--- config.mk ---
export PLATFORM = sky130hd
export DESIGN_NAME = histogram_contrast_stretch_core
export DESIGN_NICKNAME = d
export VERILOG_FILES = /design/src/sv/hcs_pkg.sv /design/src/sv/histogram_contrast_stretch_core.sv /design/src/sv/hcs_ctrl.sv /design/src/sv/hcs_datapath.sv
export SDC_FILE = /design/constraint.sdc
export NUM_CORES = 1
export LEC_CHECK = 0
export ABC_AREA = 1
export BUFFER_PORTS_ARGS = -buffer_cell sky130_fd_sc_hd__buf_4
export CORE_MARGIN = 2
export CORE_UTILIZATION = 34
export CTS_CLUSTER_SIZE = 12
export DETAILED_ROUTE_END_ITERATION = 10
export PLACE_DENSITY = 0.55
export SETUP_SLACK_MARGIN = 0.02
export SYNTH_ARGS = -nofsm -noshare
export SYNTH_HDL_FRONTEND = slang
export SYNTH_SLANG_ARGS = --single-unit
--- constraint.sdc ---
create_clock -name clk_i -period 8.95 [get_ports clk_i]
set_input_delay 1.79 -clock clk_i [delete_from_list [all_inputs] [get_ports clk_i]]
set_output_delay 1.79 -clock clk_i [all_outputs]
set_load 0.01 [all_outputs]
--- src/sv/hcs_pkg.sv ---
// Shared types and constants for the min-max contrast stretch block.
// No dependencies; used by hcs_ctrl, hcs_datapath and the top level.
`default_nettype none

package hcs_pkg;

  localparam int unsigned PixW  = 8;
  localparam int unsigned QuoW  = 8;
  localparam int unsigned DenW  = PixW + 1;
  localparam int unsigned NumW  = DenW + QuoW;
  localparam int unsigned UserW = 2;
  localparam int unsigned CntW  = $clog2(QuoW);

  localparam logic [PixW-1:0] PixMax = '1;
  localparam logic [PixW-1:0] PixMin = '0;

  localparam logic ActMeasure = 1'b0;
  localparam logic ActStretch = 1'b1;

  typedef struct packed {
    logic measure;
    logic prep;
    logic div_step;
    logic out_load;
  } cmd_t;

endpackage

`default_nettype wire

--- src/sv/histogram_contrast_stretch_core.sv ---
// Min-max contrast stretch of 8-bit pixels: measure requests update the frame
// minimum and maximum registers and are taken back to back with no result.
// A stretch request yields its result after a setup state, the eight-step
// restoring divider and an output state; the next request is taken once the
// stretch result is loaded into the output register, later if the output stalls.
// Reset (rst_ni low, asynchronous) sets min to 255 and max to 0, clears valid.
`default_nettype none

module histogram_contrast_stretch_core (
  input  wire logic        clk_i,
  input  wire logic        rst_ni,
  input  wire logic        s_axis_tvalid,
  output logic             s_axis_tready,
  input  wire logic [7:0]  s_axis_tdata,   // [7:0] pixel
  input  wire logic [1:0]  s_axis_tuser,   // [0] action, [1] first_of_frame
  output logic             m_axis_tvalid,
  input  wire logic        m_axis_tready,
  output logic [7:0]       m_axis_tdata    // [7:0] stretched_pixel
);

  hcs_pkg::cmd_t cmd;
  logic          accept;

  assign accept = s_axis_tvalid && s_axis_tready;

  hcs_ctrl u_ctrl (
    .clk_i       (clk_i),
    .rst_ni      (rst_ni),
    .in_valid_i  (s_axis_tvalid),
    .in_action_i (s_axis_tuser[0]),
    .in_ready_o  (s_axis_tready),
    .out_valid_o (m_axis_tvalid),
    .out_ready_i (m_axis_tready),
    .cmd_o       (cmd)
  );

  hcs_datapath u_datapath (
    .clk_i        (clk_i),
    .rst_ni       (rst_ni),
    .cmd_i        (cmd),
    .pixel_i      (s_axis_tdata),
    .first_i      (s_axis_tuser[1]),
    .load_pixel_i (accept),
    .result_o     (m_axis_tdata)
  );

  a_stretch_busy: assert property (@(posedge clk_i) disable iff (!rst_ni)
    accept && (s_axis_tuser[0] == hcs_pkg::ActStretch) |=> !s_axis_tready)
    else $error("request taken while a stretch is in progress");

  a_load_valid: assert property (@(posedge clk_i) disable iff (!rst_ni)
    cmd.out_load |=> m_axis_tvalid)
    else $error("result loaded without valid");

  a_div_no_input: assert property (@(posedge clk_i) disable iff (!rst_ni)
    (cmd.div_step || cmd.prep) |-> !s_axis_tready)
    else $error("input ready while divider is running");

endmodule

`default_nettype wire

--- src/sv/hcs_ctrl.sv ---
// Controller state machine for the contrast stretch block.
// Depends on hcs_pkg; drives commands into hcs_datapath and the stream handshakes.
`default_nettype none

module hcs_ctrl (
  input  wire logic                      clk_i,
  input  wire logic                      rst_ni,
  input  wire logic                      in_valid_i,
  input  wire logic                      in_action_i,
  output logic                           in_ready_o,
  output logic                           out_valid_o,
  input  wire logic                      out_ready_i,
  output hcs_pkg::cmd_t                  cmd_o
);

  typedef enum logic [1:0] {
    StIdle,
    StPrep,
    StDiv,
    StFin
  } state_e;

  state_e                    state_q;
  logic [hcs_pkg::CntW-1:0]  cnt_q;
  logic                      out_valid_q;
  logic                      accept;
  logic                      out_free;

  assign in_ready_o  = (state_q == StIdle);
  assign out_valid_o = out_valid_q;
  assign accept      = in_valid_i && in_ready_o;
  assign out_free    = !out_valid_q || out_ready_i;

  always_comb begin
    cmd_o          = '0;
    cmd_o.measure  = accept && (in_action_i == hcs_pkg::ActMeasure);
    cmd_o.prep     = (state_q == StPrep);
    cmd_o.div_step = (state_q == StDiv);
    cmd_o.out_load = (state_q == StFin) && out_free;
  end

  always_ff @(posedge clk_i or negedge rst_ni) begin
    if (!rst_ni) begin
      state_q     <= StIdle;
      cnt_q       <= '0;
      out_valid_q <= 1'b0;
    end else begin
      out_valid_q <= cmd_o.out_load || (out_valid_q && !out_ready_i);
      case (state_q)
        StIdle: begin
          if (accept && (in_action_i == hcs_pkg::ActStretch)) begin
            state_q <= StPrep;
          end
        end
        StPrep: begin
          cnt_q   <= '0;
          state_q <= StDiv;
        end
        StDiv: begin
          cnt_q <= cnt_q + 1'b1;
          if (cnt_q == hcs_pkg::CntW'(hcs_pkg::QuoW - 1)) begin
            state_q <= StFin;
          end
        end
        StFin: begin
          if (out_free) begin
            state_q <= StIdle;
          end
        end
        default: begin
          state_q <= StIdle;
        end
      endcase
    end
  end

endmodule

`default_nettype wire

--- src/sv/hcs_datapath.sv ---
// Datapath for the contrast stretch block: frame statistics, restoring divider
// and output register. Depends on hcs_pkg; commanded by hcs_ctrl.
`default_nettype none

module hcs_datapath (
  input  wire logic                      clk_i,
  input  wire logic                      rst_ni,
  input  wire hcs_pkg::cmd_t             cmd_i,
  input  wire logic [hcs_pkg::PixW-1:0]  pixel_i,
  input  wire logic                      first_i,
  input  wire logic                      load_pixel_i,
  output logic [hcs_pkg::PixW-1:0]       result_o
);

  logic [hcs_pkg::PixW-1:0] min_q, max_q, pix_q, out_q, bypv_q;
  logic [hcs_pkg::DenW-1:0] den_q, rem_q;
  logic [hcs_pkg::QuoW-1:0] quo_q;
  logic                     byp_q;

  logic [hcs_pkg::PixW-1:0] diff, range;
  logic [hcs_pkg::NumW-1:0] num;
  logic [hcs_pkg::DenW:0]   trial;
  logic                     ge;
  logic                     flat, below, above;

  always_comb begin
    diff  = pix_q - min_q;
    range = max_q - min_q;
    num   = ({diff, 9'b0} - {8'b0, diff, 1'b0}) + {9'b0, range};
    trial = {rem_q, quo_q[hcs_pkg::QuoW-1]};
    ge    = trial >= {1'b0, den_q};
    flat  = max_q <= min_q;
    below = pix_q <= min_q;
    above = pix_q >= max_q;
  end

  always_ff @(posedge clk_i or negedge rst_ni) begin
    if (!rst_ni) begin
      min_q <= hcs_pkg::PixMax;
      max_q <= hcs_pkg::PixMin;
    end else if (cmd_i.measure) begin
      if (first_i) begin
        min_q <= pixel_i;
        max_q <= pixel_i;
      end else begin
        if (pixel_i < min_q) begin
          min_q <= pixel_i;
        end
        if (pixel_i > max_q) begin
          max_q <= pixel_i;
        end
      end
    end
  end

  always_ff @(posedge clk_i) begin
    if (load_pixel_i) begin
      pix_q <= pixel_i;
    end
    if (cmd_i.prep) begin
      den_q <= {range, 1'b0};
      rem_q <= num[hcs_pkg::NumW-1:hcs_pkg::QuoW];
      quo_q <= num[hcs_pkg::QuoW-1:0];
      byp_q <= flat || below || above;
      if (flat) begin
        bypv_q <= pix_q;
      end else if (below) begin
        bypv_q <= hcs_pkg::PixMin;
      end else begin
        bypv_q <= hcs_pkg::PixMax;
      end
    end else if (cmd_i.div_step) begin
      rem_q <= ge ? hcs_pkg::DenW'(trial - {1'b0, den_q}) : trial[hcs_pkg::DenW-1:0];
      quo_q <= {quo_q[hcs_pkg::QuoW-2:0], ge};
    end
    if (cmd_i.out_load) begin
      out_q <= byp_q ? bypv_q : quo_q;
    end
  end

  assign result_o = out_q;

endmodule

`default_nettype wire

* After elaboration in Yosys (flattened, before gate mapping)
Cells that the tools add are included.
Word-level totals: bits of input ports 14, output and inout port bits 10, register bits 72, logic and storage cells 67
Cells by class: $add $sub $neg 6, mux-type cells 17, eq/ne operators 7, magnitude comparators 6, bitwise operators 1, reductions and logical operators 18
Operators by type and width (count):
- 8-bit two-way mux | 9
- 9-bit two-way mux | 3
- 17-bit by 8-bit adder with 17-bit output | 1
- 17-bit by 9-bit subtractor with 17-bit output | 1
- 8-bit less-or-equal comparator | 2
- 8-bit subtractor | 2
- 10-bit by 9-bit >= comparator with 1-bit output | 1
- 9-bit subtractor | 1
- 8-bit >= comparator | 1
- 8-bit greater-than comparator | 1
- 8-bit < comparator | 1
- 2-bit case mux with 4 select lines | 1
- 2-bit two-way mux | 3
- 3-bit case mux with 2 select lines | 1
- 2-bit nonzero test | 3
- 1-bit logical AND | 5
- 2-bit == test, second input constant | 2
- 1-bit logical OR | 4
- 2-bit by 1-bit inequality test with 1-bit output, second input constant | 2
- 2-bit AND reduction | 2
- 3-bit by 1-bit adder with 3-bit output, second input constant | 1
- 3-bit == test, second input constant | 1
- 3-bit AND reduction | 1
- 2-bit by 1-bit == test with 1-bit output, second input constant | 1
- other kinds (4) | 5

* Depth between registers and ports, before layout
depth after elaboration 5, depth in mapped cells 20, mapped depth without buffers 20

* Cells and area by module
Synthesis repeated with hierarchy kept, for this count alone.
Unflattened totals: cell total of the unflattened synthesis 661, area, all modules 5445.2 um^2
Modules (own cells, without submodules):
- hcs_datapath | cells an instance 614, area each 5059.9 um^2, seq. area each 1911.8 um^2, instances 1
- hcs_ctrl | cells an instance 45, area each 377.9 um^2, seq. area each 150.1 um^2, instances 1
- histogram_contrast_stretch_core | cells an instance 2, area each 7.5 um^2, seq. area each 0.0 um^2, instances 1

* Least setup slack after synthesis
OpenSTA, ideal clock, no wires.
path kind input to register, start point input port s_axis_tdata[3], end point register u_datapath.max_q[0] (netlist name), slack 5.784 ns, data arrival time 3.035 ns, library setup time 0.131 ns, path buffers 1, cell stages on the path 9, cells stage by stage ha_1 > a21oi_1 > o21a_1 > o221ai_1 > o21ai_0 > nand2_1 > nand2_1 > clkbuf_1 > o21ai_0
Between the ends: cells in the longest elaborated chain, start to end 3
RTL lines:
- start: declaration | line histogram_contrast_stretch_core.sv:14 | input wire logic [7:0] s_axis_tdata,
- 8-bit greater-than comparator | line hcs_datapath.sv:49 | if (pixel_i > max_q) begin
- 2-bit nonzero test (no line)
- 2-bit AND reduction (no line)
- end signal: assignment | line hcs_datapath.sv:40 | max_q <= hcs_pkg::PixMin;
- end signal: assignment | line hcs_datapath.sv:44 | max_q <= pixel_i;
- end signal: assignment | line hcs_datapath.sv:50 | max_q <= pixel_i;
- end: declaration | line hcs_datapath.sv:15 | logic [hcs_pkg::PixW-1:0] min_q, max_q, pix_q, out_q, bypv_q;
Every way passes these cells. A chain may end at the register's enable or synchronous reset.

* Worst setup path in the final report
start point register u_datapath.min_q[0] (netlist name), end point register u_datapath.rem_q[4] (netlist name), data pin
Between the ends: cells in the longest elaborated chain, start to end 4, elaborated cells on any way between the ends 5, classes of those cells add/sub: 4; mux: 1
RTL lines:
- start: declaration | line hcs_datapath.sv:15
- start signal: assignment | line hcs_datapath.sv:39 | min_q <= hcs_pkg::PixMax;
- start signal: assignment | line hcs_datapath.sv:43 | min_q <= pixel_i;
- start signal: assignment | line hcs_datapath.sv:47 | min_q <= pixel_i;
- 8-bit subtractor | line hcs_datapath.sv:27 | diff = pix_q - min_q;
- 17-bit by 9-bit subtractor with 17-bit output | line hcs_datapath.sv:29 | num = ({diff, 9'b0} - {8'b0, diff, 1'b0}) + {9'b0, range};
- 17-bit by 8-bit adder with 17-bit output * | line hcs_datapath.sv:29
- 9-bit two-way mux * | line hcs_datapath.sv:60 | if (cmd_i.prep) begin
- end signal: assignment | line hcs_datapath.sv:62 | rem_q <= num[hcs_pkg::NumW-1:hcs_pkg::QuoW];
- end signal: assignment | line hcs_datapath.sv:73 | rem_q <= ge ? hcs_pkg::DenW'(trial - {1'b0, den_q}) : trial[hcs_pkg::DenW-1:0];
- end: declaration | line hcs_datapath.sv:16 | logic [hcs_pkg::DenW-1:0] den_q, rem_q;
Mark *: on every way between the ends. The rest lies on a longest branch, timed or not.

==> out/results.tsv <==
stage	metric	value	unit
sta	period_share	37.72	%
detailed_routing	wirelength	11.74	mm
global_routing	grt_start_max_net_pins	41	
die	initial_core_util	34.92	%
global_routing	grt_pass1_vias	3965	
setup_path	crit_fanout	7	
sta	hold_viol	0	
clock_network	post_cts_buffers	0	
layout	final_util	39.56	%
layout	num-nets-final	709	
detailed_routing	antenna_left	0	
synth	synthSimpleGateAreaFrac	22.89	%
sta	finalSetupViolCount	0	
detailed_routing	viasPerCell	4.927	
worst_hold_path	hp-class	reg2reg	
place	place.port_buffers	23	
detailed_routing	route.detailed.drc	0	
synth	syn_inst	605	
synth	synth_seq_area_share	40.47	%
synth	syn_nets	681	
synth	synth_ff_type	edfxtp_1	
clock_network	cts_tree	done	
place	placed_area	5475	sq um
sta	fmax	296.2	MHz
synth	post_synth_num_cell_types	38	
global_routing	antenna_found_initial	0	
synth	async_reset_ff_share	30.56	%
die	placementRows	44	
synth	synth_top_family_by_area	simple AND/OR/NAND/NOR gates	
sta	relSlewSlack	31.09	%
synth	synth_mux_area_share	0.6631	%
setup_path	path_class	reg2reg	
synth	yosysWarnings	0	
global_routing	overflow	0	
clock_network	clk_pin_slew	0.06	ns
setup_path	critPathLaunchType	flop	
synth	synth-xor-area-share	2.210	%
sta	fin_setup_tns	0	ns
place	gp_congestion	0.8433	
setup_path	worstPathArrival	3.47	ns
synth	synth_compound_area_share	10.36	%
run	drv_cap	0	
layout	syn_to_final_growth	13.29	%
sta	rsz0062_at_grt	no	
layout	antenna_cells	0	
clock_network	cts_buffers	9	
sta	slew_viol_final	0	
sta	hold_ws	0.4914	ns
detailed_routing	wire_per_inst	14.28	um
die	core_area	14590	sq um
setup_path	cp.required	9.05	ns
global_routing	grt_pass1_wl	19.44	mm
die	die_h	126.4	um
detailed_routing	drt_pass1_iterations	5	
die	die-area	15980	sq um
clock_network	root_buffer	clkbuf_16	
clock_network	cts_htree_levels	3	
synth	synth_seq_cells	72	
die	io_pins	24	
synth	syn_avg_cell_area	8.421	sq um
synth	synth_edf_count	50	
clock_network	cts.sinks	72	
clock_network	cts_resized	0	
die	dieWidth	126.4	um
layout	layout_common_cells	161 x nand2_1, 86 x inv_1, 59 x ha_1	
sta	min_period	3.376	ns
layout	final_common_cell	nand2_1	
detailed_routing	via_count	4050	
layout	final_cell_area	5772	sq um
place	dp_hpwl	9.324	mm
clock_network	clock_latency	0.35	ns
sta	fin_worst_skew	0.01197	ns
setup_path	critPathCaptureType	flop	
sta	worst_pin_slew	1.034	ns
synth	netlist_area	5095	sq um
global_routing	grtUsageTotal	15.49	%
detailed_routing	drtIter0Drc	241	
clock_network	hold_buffers	0	
layout	drive_above_1_share	14.26	%
clock_network	clock_path_buffers	2	
status	outcome	finished, final reports clean	
synth	synthAdderAreaFrac	15.67	%
==> worst max-delay path: stages, from the launching register on <==
cell and delay (ns):
dfstp_2 0.59, ha_1 0.16, inv_1 0.06, fa_1 0.44
xor2_1 0.36, inv_1 0.11, ha_1 0.35, a21oi_1 0.18
nand2_1 0.08, nand2_1 0.08, nand2_1 0.05, nand2_1 0.07
nand2_2 0.07, nand3_2 0.09, nand2_2 0.08, nand2_4 0.10
nand3_1 0.08, nand3_1 0.11, nand2_1 0.07
==> worst paths after layout <==
check / depth (start not counted) / to / start / slack [ns]
min in group asynchronous: 1 / u_datapath.max_q[2] / rst_ni / 1.33
max reg2reg: 18 / u_datapath.rem_q[4] / u_datapath.min_q[0] / 5.57
min: 2 / u_datapath.min_q[3] / u_datapath.min_q[3] / 0.49
min reg2reg: 2 / u_datapath.min_q[3] / u_datapath.min_q[3] / 0.49
max in group asynchronous: 1 / u_datapath.min_q[3] / rst_ni / 7.34
max: 18 / u_datapath.rem_q[4] / u_datapath.min_q[0] / 5.57
==> logic make-up (layout without fill, tap and decap cells) <==
kind of cell	count (synthesis)	in the layout
AO/OA/AOI/OAI	95	95
multiplexers	3	3
AND/OR/NAND/NOR	257	257
XOR/XNOR	12	12
buffers and inverters	104	137
adder cells (fa/ha/maj)	62	62
flip-flops	72	72
==> synthesized netlist by cell type (all sizes together), types with 4 or more instances <==
| library cell | n | share of area (%) |
|---|---|---|
| nand2 | 174 | 14 |
| inv | 96 | 7.1 |
| ha | 59 | 14 |
| edfxtp | 50 | 29 |
| nand3 | 47 | 5.4 |
| o21ai | 46 | 4.7 |
| a21oi | 35 | 3.6 |
| nor2 | 22 | 2.0 |
| dfrtp | 14 | 6.9 |
| nand4 | 9 | 1.2 |
| dfstp | 8 | 4.1 |
| xor2 | 7 | 1.2 |
| xnor2 | 5 | 1.0 |
| clkbuf | 4 | 0.29 |
| nor3 | 4 | 0.39 |
==> metal layers <==
metal,vias up,wire [um],global-route usage (%)
li1,2068,-,-
met1,1881,5565,20.05
met2,75,5375,25.07
met3,26,434,2.531
met4,0,361,7.822
met5,-,0,0
==> registers in the layout, summed over array words and instances (netlist names) <==
signal and cells:
u_datapath.rem_q 9, u_datapath.bypv_q 8, u_datapath.den_q 8, u_datapath.max_q 8
u_datapath.min_q 8, u_datapath.pix_q 8, u_datapath.quo_q 8, u_datapath.result_o 8
u_ctrl.cnt_q 3, u_ctrl.state_q 2, u_ctrl.out_valid_o 1, u_datapath.byp_q 1
==> through the flow <==
stage | setup WS (ns) | cells
after global routing | 5.350 | 822
final | 5.574 | 822
after floorplan | 5.784 | 605
after detailed placement | 5.498 | 806
after global placement | 5.555 | 806
after CTS | 5.577 | 822
==> layout make-up <==
type / instances / area (sq um)
fill: 1441 / 8817
tap: 184 / 230.2
timing repair buffer: 24 / 180.2
multi-input combinational: 429 / 2639
clock inverter: 7 / 71.32
sequential: 72 / 2062
inverter: 97 / 364.1
clock buffer: 9 / 225.2
Power is left out: the tool's default activity adds up to more than one toggle a clock period on the data nets, which glitch-free logic cannot reach.
